==> src/sv/hsv_to_rgb_converter_core_defines.svh <==
// ----------------------------------------------------------------------------
// HSV to RGB converter assertion macros
// Concurrent assertion helpers clocked on clk and disabled during reset.
// ----------------------------------------------------------------------------
`ifndef HSV_TO_RGB_CONVERTER_CORE_DEFINES_SVH
`define HSV_TO_RGB_CONVERTER_CORE_DEFINES_SVH
`ifndef SYNTH
`define HSV_ASSERT_NOW(lbl, ant, con) \
    lbl: assert property (@(posedge clk) disable iff (!rst_n) (ant) |-> (con)) \
        else $error("hsv_to_rgb_converter_core: same-cycle check failed");
`define HSV_ASSERT_NEXT(lbl, ant, con) \
    lbl: assert property (@(posedge clk) disable iff (!rst_n) (ant) |=> (con)) \
        else $error("hsv_to_rgb_converter_core: next-cycle check failed");
`else
`define HSV_ASSERT_NOW(lbl, ant, con)
`define HSV_ASSERT_NEXT(lbl, ant, con)
`endif
`endif

==> src/sv/hsvrgb_pkg.sv <==
// ----------------------------------------------------------------------------
// HSV to RGB converter package
// Field widths, fixed-point constants and shared types of the converter.
// ----------------------------------------------------------------------------
package hsvrgb_pkg;

    localparam int HUE_FRAC_BITS = 4;
    localparam int SV_FRAC_BITS  = 8;

    localparam int HUE_W   = 13;
    localparam int SV_W    = 9;
    localparam int CHAN_W  = 8;
    localparam int IN_W    = 32;
    localparam int OUT_W   = 24;

    localparam int DEG60   = 60 << HUE_FRAC_BITS;
    localparam int SV_ONE  = 1 << SV_FRAC_BITS;
    localparam int HUE_MAX = 360 << HUE_FRAC_BITS;

    // Distance from the secondary hue of the sector, 0 to 60 degrees in hue units.
    localparam int D_W = 10;
    // Chroma product s*v.
    localparam int P_W = 2 * SV_W;
    // Numerators over the common denominator SV_ONE^2 * DEG60.
    localparam int A_W = P_W + D_W;
    localparam int A_SCALE = SV_ONE * DEG60;

    // The denominator is 2^22 * 15; the odd part is removed by a reciprocal.
    localparam int DEN_SHIFT   = 22;
    localparam int SCALED_W    = A_W + 8;
    localparam int Y_W         = SCALED_W - DEN_SHIFT;
    localparam int RECIP_SHIFT = 17;
    localparam int RECIP       = 8739;
    localparam int RECIP_W     = 14;
    localparam int QP_W        = Y_W + RECIP_W;
    localparam int Q_W         = QP_W - RECIP_SHIFT;

    typedef enum logic [2:0] {
        SEC_RED_YEL = 3'd0,
        SEC_YEL_GRN = 3'd1,
        SEC_GRN_CYN = 3'd2,
        SEC_CYN_BLU = 3'd3,
        SEC_BLU_MAG = 3'd4,
        SEC_MAG_RED = 3'd5
    } sector_t;

    typedef enum logic [1:0] {
        CH_RED   = 2'd0,
        CH_GREEN = 2'd1,
        CH_BLUE  = 2'd2
    } chan_t;

    typedef enum logic [1:0] {
        ROLE_FULL = 2'd0,
        ROLE_MID  = 2'd1,
        ROLE_ZERO = 2'd2
    } role_t;

    typedef struct packed {
        logic                err;
        sector_t             sector;
        logic [D_W-1:0]      d;
        logic [P_W-1:0]      p;
        logic [SV_W-1:0]     v;
    } front_t;

    typedef struct packed {
        logic ld2;
        logic ld3;
        logic ld4;
    } pipe_ctl_t;

endpackage

==> src/sv/hsv_to_rgb_converter_core.sv <==
// ----------------------------------------------------------------------------
// HSV to RGB converter core
// Streaming conversion of one HSV pixel per clock to 8-bit RGB, unless stalled.
// ----------------------------------------------------------------------------
// A pixel enters on the s_axis channel as hue, saturation and brightness and
// leaves on the m_axis channel as red, green and blue, with range_error in
// tuser. Each input transaction gives exactly one output transaction.
// The pipeline has four register stages: the range check and sector, the
// channel products, the scaling by 255 and the division by the odd part of
// the denominator. Throughput is one pixel per cycle while m_axis_tready is
// high; the longest path is one product stage.
// Out-of-range inputs give black with range_error set.
// Reset clears the stage valid bits only; the data registers are not reset.
// When the receiver deasserts m_axis_tready, full stages hold their data and
// empty stages keep filling, so s_axis_tready drops only once every stage is
// occupied. Nothing is dropped or repeated.
// ----------------------------------------------------------------------------
`include "hsv_to_rgb_converter_core_defines.svh"

module hsv_to_rgb_converter_core
    import hsvrgb_pkg::*;
(
    input  logic             clk,
    input  logic             rst_n,
    input  logic             s_axis_tvalid,
    output logic             s_axis_tready,
    // hue[12:0], saturation[21:13], brightness[30:22], zero[31]
    input  logic [IN_W-1:0]  s_axis_tdata,
    output logic             m_axis_tvalid,
    input  logic             m_axis_tready,
    // red[7:0], green[15:8], blue[23:16]
    output logic [OUT_W-1:0] m_axis_tdata,
    // range_error[0]
    output logic             m_axis_tuser
);

    logic        vld1_reg, vld2_reg, vld3_reg, vld4_reg;
    logic        vld1_next, vld2_next, vld3_next, vld4_next;
    logic        err2_reg, err3_reg, err4_reg;
    logic        rdy1, rdy2, rdy3, rdy4;
    pipe_ctl_t   ctl;
    front_t      st1;
    logic [CHAN_W-1:0] red, green, blue;

    always_comb
    begin
        rdy4 = m_axis_tready || !vld4_reg;
        rdy3 = rdy4 || !vld3_reg;
        rdy2 = rdy3 || !vld2_reg;
        rdy1 = rdy2 || !vld1_reg;

        ctl.ld2 = rdy2;
        ctl.ld3 = rdy3;
        ctl.ld4 = rdy4;

        vld1_next = rdy1 ? s_axis_tvalid : vld1_reg;
        vld2_next = rdy2 ? vld1_reg : vld2_reg;
        vld3_next = rdy3 ? vld2_reg : vld3_reg;
        vld4_next = rdy4 ? vld3_reg : vld4_reg;
    end

    always_ff @(posedge clk or negedge rst_n)
    begin
        if (!rst_n)
        begin
            vld1_reg <= 1'b0;
            vld2_reg <= 1'b0;
            vld3_reg <= 1'b0;
            vld4_reg <= 1'b0;
        end
        else
        begin
            vld1_reg <= vld1_next;
            vld2_reg <= vld2_next;
            vld3_reg <= vld3_next;
            vld4_reg <= vld4_next;
        end
    end

    always_ff @(posedge clk)
    begin
        if (rdy2)
        begin
            err2_reg <= st1.err;
        end
        if (rdy3)
        begin
            err3_reg <= err2_reg;
        end
        if (rdy4)
        begin
            err4_reg <= err3_reg;
        end
    end

    hsvrgb_front u_front (
        .clk        (clk),
        .ld         (rdy1),
        .hue        (s_axis_tdata[HUE_W-1:0]),
        .saturation (s_axis_tdata[HUE_W+SV_W-1:HUE_W]),
        .brightness (s_axis_tdata[HUE_W+2*SV_W-1:HUE_W+SV_W]),
        .st_reg     (st1)
    );

    hsvrgb_chan u_red (
        .clk       (clk),
        .ctl       (ctl),
        .chan      (CH_RED),
        .st        (st1),
        .blank     (err3_reg),
        .level_reg (red)
    );

    hsvrgb_chan u_green (
        .clk       (clk),
        .ctl       (ctl),
        .chan      (CH_GREEN),
        .st        (st1),
        .blank     (err3_reg),
        .level_reg (green)
    );

    hsvrgb_chan u_blue (
        .clk       (clk),
        .ctl       (ctl),
        .chan      (CH_BLUE),
        .st        (st1),
        .blank     (err3_reg),
        .level_reg (blue)
    );

    assign s_axis_tready = rdy1;
    assign m_axis_tvalid = vld4_reg;
    assign m_axis_tdata  = {blue, green, red};
    assign m_axis_tuser  = err4_reg;

    `HSV_ASSERT_NOW(a_error_black, m_axis_tvalid && m_axis_tuser, m_axis_tdata == '0)
    `HSV_ASSERT_NEXT(a_stall_hold, vld3_reg && !rdy3, vld3_reg && $stable(err3_reg))
    `HSV_ASSERT_NOW(a_full_backpressure, !rdy3 && vld2_reg && vld1_reg, !s_axis_tready)

endmodule

==> src/sv/hsvrgb_front.sv <==
// ----------------------------------------------------------------------------
// HSV to RGB converter front stage
// Range check, hue sector, distance from the secondary and the chroma product.
// ----------------------------------------------------------------------------
module hsvrgb_front
    import hsvrgb_pkg::*;
(
    input  logic              clk,
    input  logic              ld,
    input  logic [HUE_W-1:0]  hue,
    input  logic [SV_W-1:0]   saturation,
    input  logic [SV_W-1:0]   brightness,
    output front_t            st_reg
);

    localparam logic [HUE_W-1:0] H60  = HUE_W'(DEG60);
    localparam logic [HUE_W-1:0] H120 = HUE_W'(2 * DEG60);
    localparam logic [HUE_W-1:0] H180 = HUE_W'(3 * DEG60);
    localparam logic [HUE_W-1:0] H240 = HUE_W'(4 * DEG60);
    localparam logic [HUE_W-1:0] H300 = HUE_W'(5 * DEG60);
    localparam logic [HUE_W-1:0] HMAX = HUE_W'(HUE_MAX);
    localparam logic [SV_W-1:0]  ONE  = SV_W'(SV_ONE);

    sector_t          sector;
    logic [HUE_W-1:0] base;
    logic [HUE_W-1:0] off;
    logic             odd;
    front_t           st_next;

    always_comb
    begin
        if (hue < H60)
        begin
            sector = SEC_RED_YEL;
        end
        else if (hue < H120)
        begin
            sector = SEC_YEL_GRN;
        end
        else if (hue < H180)
        begin
            sector = SEC_GRN_CYN;
        end
        else if (hue < H240)
        begin
            sector = SEC_CYN_BLU;
        end
        else if (hue < H300)
        begin
            sector = SEC_BLU_MAG;
        end
        else
        begin
            sector = SEC_MAG_RED;
        end

        case (sector)
            SEC_RED_YEL: base = '0;
            SEC_YEL_GRN: base = H60;
            SEC_GRN_CYN: base = H120;
            SEC_CYN_BLU: base = H180;
            SEC_BLU_MAG: base = H240;
            default:     base = H300;
        endcase

        off = hue - base;
        odd = (sector == SEC_YEL_GRN) || (sector == SEC_CYN_BLU) ||
              (sector == SEC_MAG_RED);

        st_next.err    = (hue > HMAX) || (saturation > ONE) || (brightness > ONE);
        st_next.sector = sector;
        st_next.d      = odd ? off[D_W-1:0] : (D_W'(DEG60) - off[D_W-1:0]);
        st_next.p      = P_W'(saturation) * P_W'(brightness);
        st_next.v      = brightness;
    end

    always_ff @(posedge clk)
    begin
        if (ld)
        begin
            st_reg <= st_next;
        end
    end

endmodule

==> src/sv/hsvrgb_chan.sv <==
// ----------------------------------------------------------------------------
// HSV to RGB converter channel
// Three-stage datapath that scales one color channel to eight bits.
// ----------------------------------------------------------------------------
module hsvrgb_chan
    import hsvrgb_pkg::*;
(
    input  logic              clk,
    input  pipe_ctl_t         ctl,
    input  chan_t             chan,
    input  front_t            st,
    input  logic              blank,
    output logic [CHAN_W-1:0] level_reg
);

    role_t                 role;
    logic [D_W-1:0]        k;
    logic [A_W-1:0]        prod_reg;
    logic [A_W-1:0]        a_reg;
    logic [A_W-1:0]        diff;
    logic [SCALED_W-1:0]   scaled;
    logic [Y_W-1:0]        y_reg;
    logic [QP_W-1:0]       qprod;
    logic [Q_W-1:0]        q;
    logic [CHAN_W-1:0]     level_next;

    // The channel numerator is SV_ONE*DEG60*v - s*v*k, with k zero for the
    // chroma channel, the secondary distance for the mixed one and 60 degrees
    // for the empty one.
    always_comb
    begin
        case (st.sector)
            SEC_RED_YEL:
            begin
                role = (chan == CH_RED) ? ROLE_FULL :
                       (chan == CH_GREEN) ? ROLE_MID : ROLE_ZERO;
            end
            SEC_YEL_GRN:
            begin
                role = (chan == CH_RED) ? ROLE_MID :
                       (chan == CH_GREEN) ? ROLE_FULL : ROLE_ZERO;
            end
            SEC_GRN_CYN:
            begin
                role = (chan == CH_RED) ? ROLE_ZERO :
                       (chan == CH_GREEN) ? ROLE_FULL : ROLE_MID;
            end
            SEC_CYN_BLU:
            begin
                role = (chan == CH_RED) ? ROLE_ZERO :
                       (chan == CH_GREEN) ? ROLE_MID : ROLE_FULL;
            end
            SEC_BLU_MAG:
            begin
                role = (chan == CH_RED) ? ROLE_MID :
                       (chan == CH_GREEN) ? ROLE_ZERO : ROLE_FULL;
            end
            default:
            begin
                role = (chan == CH_RED) ? ROLE_FULL :
                       (chan == CH_GREEN) ? ROLE_ZERO : ROLE_MID;
            end
        endcase

        case (role)
            ROLE_FULL: k = '0;
            ROLE_MID:  k = st.d;
            default:   k = D_W'(DEG60);
        endcase
    end

    always_ff @(posedge clk)
    begin
        if (ctl.ld2)
        begin
            prod_reg <= A_W'(st.p) * A_W'(k);
            a_reg    <= A_W'(st.v) * A_W'(A_SCALE);
        end
    end

    always_comb
    begin
        diff   = a_reg - prod_reg;
        scaled = (SCALED_W'(diff) << 8) - SCALED_W'(diff);
    end

    always_ff @(posedge clk)
    begin
        if (ctl.ld3)
        begin
            y_reg <= scaled[SCALED_W-1:DEN_SHIFT];
        end
    end

    always_comb
    begin
        qprod = QP_W'(y_reg) * QP_W'(RECIP);
        q     = qprod[QP_W-1:RECIP_SHIFT];
        if (blank)
        begin
            level_next = '0;
        end
        else if (q > Q_W'(255))
        begin
            level_next = '1;
        end
        else
        begin
            level_next = q[CHAN_W-1:0];
        end
    end

    always_ff @(posedge clk)
    begin
        if (ctl.ld4)
        begin
            level_reg <= level_next;
        end
    end

endmodule
==> config.mk <==
export PLATFORM = sky130hd
export DESIGN_NAME = hsv_to_rgb_converter_core
export DESIGN_NICKNAME = d
export VERILOG_FILES = /design/src/sv/hsvrgb_pkg.sv /design/src/sv/hsv_to_rgb_converter_core.sv /design/src/sv/hsvrgb_front.sv /design/src/sv/hsvrgb_chan.sv
export VERILOG_INCLUDE_DIRS = /design/src /design/src/sv
export SDC_FILE = /design/constraint.sdc
export NUM_CORES = 2
export LEC_CHECK = 0
export ABC_AREA = 1
export BUFFER_PORTS_ARGS = -buffer_cell sky130_fd_sc_hd__buf_2
export CAP_MARGIN = 20
export CORE_MARGIN = 3
export CORE_UTILIZATION = 48
export CTS_CLUSTER_DIAMETER = 100
export DETAILED_ROUTE_END_ITERATION = 6
export PLACE_DENSITY = 0.74
export SKIP_LAST_GASP = 1
export SLEW_MARGIN = 0
export SYNTH_ARGS = -nofsm -noshare
export SYNTH_HDL_FRONTEND = slang
export SYNTH_SLANG_ARGS = --single-unit
==> constraint.sdc <==
create_clock -name clk -period 12.3 [get_ports clk]
set_input_delay 1.23 -clock clk [delete_from_list [all_inputs] [get_ports clk]]
set_output_delay 1.23 -clock clk [all_outputs]
set_load 0.05 [all_outputs]
Word level (Yosys, flattened, before mapping)
Cells that the tools add are included.

Register bits: 211. Bits of input ports: 36. Logic and storage cells: 100.

Add/sub/neg operators: 8. $mul: 8. $lt $le $gt $ge: 11. Equality and inequality tests: 12. Mux-type cells: 16. Reductions and logical operators: 23.

Operator list (count): $sub A36 B28 Y36 (3); $mul A14 B14 Y28 const B (3); $mul A18 B10 Y28 (3); $sub A27 B28 Y28 (3); $pmux W10 S2 (3); $pmux W10 S5 (1); $gt A11 B8 Y1 const B (3); $lt A13 B12 Y1 const B (2); $mux W8 (3); $gt A9 B9 Y1 const B (2); $mul A9 B9 Y18 (1); $gt A13 B13 Y1 const B (1); $lt A13 B10 Y1 const B (1); $lt A13 B11 Y1 const B (1); $lt A13 B13 Y1 const B (1); $mul A9 B4 Y13 const B (1); $eq A3 B2 Y1 const B (4); $mux W3 (4); $pmux W2 S2 (3); $reduce_or A2 Y1 (6); $mux W10 (1); $sub A10 B10 Y10 (1); $sub A10 B10 Y10 const A (1); $eq A3 B3 Y1 const B (3); 7 further kinds (23).

Depth between registers and ports, before layout
Depth in word-level cells: 11. Mapped depth: 30. Mapped depth without buffers: 28.

By module
From an unflattened synthesis, not the netlist that was laid out.

Cell total of the unflattened synthesis: 5969. Area, all modules: 46011.6 um2.

By module, submodules not included: hsvrgb_chan (u_green) (instances 1, cells an instance 1868, area each 13995.9 um2, seq. area each 1891.8 um2); hsvrgb_chan (u_red) (instances 1, cells an instance 1775, area each 13616.8 um2, seq. area each 1891.8 um2); hsvrgb_chan (u_blue) (instances 1, cells an instance 1746, area each 13534.2 um2, seq. area each 1891.8 um2); hsvrgb_front (instances 1, cells an instance 558, area each 4604.4 um2, seq. area each 1231.2 um2); hsv_to_rgb_converter_core (instances 1, cells an instance 22, area each 260.2 um2, seq. area each 190.2 um2).

Worst setup path after synthesis
OpenSTA, ideal clock, no wires.

Kind: reg2reg. Start point: register u_front.st_reg[39] (netlist bit). End point: register u_red.prod_reg[19] (data pin). Setup time: 0.259 ns. Arrival time: 5.395 ns. Required time: 12.041 ns. Setup slack: 6.646 ns. Stages on the path, launching flop included: 28. Period minus slack after synthesis: 5.654 ns. Cells stage by stage: edfxtp_1 inv_1 nand2_1 nand2_1 nand2_1 nor2_1 clkbuf_1 nand2_1 fa_1 inv_1 fa_1 inv_1 fa_1 inv_1 fa_1 inv_1 fa_1 inv_1 ha_1 a21oi_1 o21ai_0 nand2_1 nand3_1 nor2_1 o21ai_1 nand3_1 nand2_1 xor2_1.

Cells in the longest elaborated chain, start to end: 6.

Ends and longest elaborated chain: from (decl) (line hsvrgb_front.sv:13) `output front_t st_reg`; from (signal assigned) (line hsvrgb_front.sv:81) `st_reg <= st_next;`; $eq A3 B1 Y1, or another cell as far along (line hsvrgb_chan.sv:32) `case (st.sector)`; $reduce_or A2 Y1 (no line); $pmux W2 S2 (*) (line hsvrgb_chan.sv:32); $eq A2 B1 Y1 / $logic_not A2 Y1 (equally long branches) (line hsvrgb_chan.sv:65) `case (role)`; $pmux W10 S2 (*) (line hsvrgb_chan.sv:65); $mul A18 B10 Y28 (*) (line hsvrgb_chan.sv:76) `prod_reg <= A_W'(st.p) * A_W'(k);`; to (signal assigned) (line hsvrgb_chan.sv:76); to (decl) (line hsvrgb_chan.sv:18) `logic [A_W-1:0] prod_reg;`.

Every way passes the cells marked *; elsewhere a longest branch is shown, timed or not. A chain may end at the register's enable or synchronous reset.

Final worst setup path
Start point: register u_front.st_reg[13] (netlist bit). End point: register u_red.prod_reg[19] (data pin).

Cells in the longest elaborated chain, start to end: 1.

Ends and longest elaborated chain (line): $mul A18 B10 Y28 (hsvrgb_chan.sv:76).

No other way between the ends.

==> metrics.txt <==
worst reg-to-reg path cell count 21; dpl hpwl 92.58 mm; Unique masters post-synth 57; Initial Util 48.57%; # DRC 0; xor/xnor share of the synthesized area 3.911%; DRT iter0 DRCs 2,367; critical path fanouts, max 19; layout cells sized above 1 3.804%; post-synthesis register bit count 211; DR vias/cell 5.387; Post-Synth Simple-Gate Area 21.96%; dpl ws 5.708 ns; post-CTS resize count 0; setup TNS 0 ns; largest area contributor in the netlist fa_1; clock latency at the later pin of the worst-skew pair 0.61 ns; Mapped Area 43,130 um2; post-CTS setup buffer count 0; most common cell after layout, fill and taps aside nand2_1; GRT Overall Usage 24.04%; TritonCTS clock tree yes; Slew headroom 20.83%; EDFF count, synth 207; crit end category flip-flop; DR vias 37,150; Placeable Area 88,780 um2; clock skew 0.03353 ns; row cnt 109; Layout area overhead 5.971%; Worst Setup EP u_red.prod_reg[19]; DIE HEIGHT 305.7 um; Worst R2R Setup Slack 5.51 ns; mux share of post-synthesis cell area 0%; Post-Syn Instances 5,681; WL per Instance 16.24 um; fmax 147.3 MHz; Yosys top cell area share 22.56%; Compound-Gate Fraction of Synth Area 8.196%; vias in the first global route 37,680; initial antenna violation count 1; die width 305.7 um; clock slew at the register clock pins of the worst setup and hold paths 0.06 ns; pins over their slew limit 0; Hold Worst Slack 0.4232 ns; clk sinks 211; max reg flops 41; nets 6,839; Yosys warnings 0; num ports 63; Setup Crit Path Kind reg -> reg; Num CTS Buffers 28; crit path launch type flip-flop; worst r2r dst u_red.prod_reg[19]; r2r startpoint u_front.st_reg[13]; Synth Area in Adders 40.20%; Final Hold Vio Count 0; RSZ-0062 raised after global routing false; Die ar. 93,480 um2; number of routed nets with antenna violations 0; Avg Inst Size Synth 7.591 um2; Slew @ Worst Pin 1.183 ns; ant diodes 0; crit path DAT 7.15 ns; clock buffer depth 3; # hold bufs at CTS 0; setup ws final 5.511 ns; top cells by area, synth fa_1 23%, ha_1 18%, edfxtp_1 14%, nand2_1 10%, inv_1 10%; Hold Path Class in -> async; Syn Nets 6,811; Initial DRT Pass Iterations 6; status finished clean; first-pass GRT wire length 184.6 mm; largest net degree at the start of global routing 58; GRT overflow 0; max-cap violations 0; Top FF cell, synth edfxtp_1; final period utilization 55.19%; Required @ worst endpoint 12.67 ns; largest family of logic cells by synthesized area adder cells; IO buf count 61; Setup Viol. Count Final 0; DRT Wirelength 112.0 mm; RD Place Congestion 0.9510; crit path from u_front.st_reg[13]; most frequent cells in the layout 1,177 x nand2_1, 1,164 x inv_1, 677 x nor2_1; Seq/Total Area, Yosys 14.65%; clk root buf clkbuf_16; Synth async-reset ratio 1.896%; Tmin final 6.789 ns; CTS HTree Levels 1
-- cell usage after synthesis (8+ instances only) --
cell type and instances:
nor2_1 677, a211oi_1 8, nand2_1 1178, inv_1 1166, ha_1 608, a31oi_1 29
xor2_1 133, edfxtp_1 207, o21bai_1 21, nand2_2 19, o21a_1 19, xnor2_1 49
o21ai_0 166, clkbuf_1 89, nor3_1 65, fa_1 486, nand3_1 170, nand4_1 84
nor4_1 15, a21oi_1 308, nor2_2 24, a21boi_0 9, a21o_1 32, nand3b_1 21
-- final cells by class --
| class | instances | area, um2 |
|---|---|---|
| tap | 1165 | 1458 |
| sequential | 211 | 6316 |
| multi-input combinational | 4198 | 32030 |
| fill | 8495 | 43080 |
| timing repair buffer | 93 | 545.5 |
| clock inverter | 23 | 225.2 |
| clock buffer | 29 | 704.4 |
| inverter | 1177 | 4420 |
-- routing by layer --
layer,up-vias,part of all wire (%),global-route usage (%)
met4,0,4.8,9.990
met2,1333,46,41.01
met3,330,7.1,3.845
met5,-,0,0
li1,17980,-,-
met1,17500,42,30.39
-- logic make-up after synthesis --
group	Yosys count
AND/OR/NAND/NOR	2286
buffers and inverters	1272
adder cells (fa/ha/maj)	1094
AO/OA/AOI/OAI	631
flip-flops	211
XOR/XNOR	187
-- stage by stage --
stage,area [um2],utilization (%),instances
final,45700,51.47,6896
after detailed placement,44760,50.41,6842
after global routing,45700,51.47,6896
after global placement,44760,50.41,6842
after CTS,45690,51.46,6894
after floorplan,43130,-,5681
-- how the worst min path moves through the flow --
stage | start | endpoint | cells after the start
after floorplan | u_front.st_reg[40] | err2_reg | 0
after global placement | err2_reg | err3_reg | 0
after detailed placement | err2_reg | err3_reg | 0
after CTS | rst_n | vld1_reg | 1
after global routing | rst_n | vld3_reg | 1
final | rst_n | m_axis_tvalid | 1
-- critical path: stages, from the launching register on --
cell and delay [ns]:
edfxtp_1 0.85, clkinv_1 1.04, nor2_1 0.46, fa_1 0.46, ha_1 0.30, inv_1 0.05, fa_1 0.50, inv_1 0.06
fa_1 0.50, inv_1 0.05, fa_1 0.48, inv_1 0.05, ha_1 0.34, a21oi_1 0.10, o21ai_0 0.26, nand2_1 0.08
nand3_1 0.10, nor2_1 0.09, o21ai_1 0.25, nand3_1 0.11, nand2_1 0.09, xor2_1 0.32
Power is left out: the tool's default activity adds up to more than one toggle a clock period on the data nets, which glitch-free logic cannot reach.
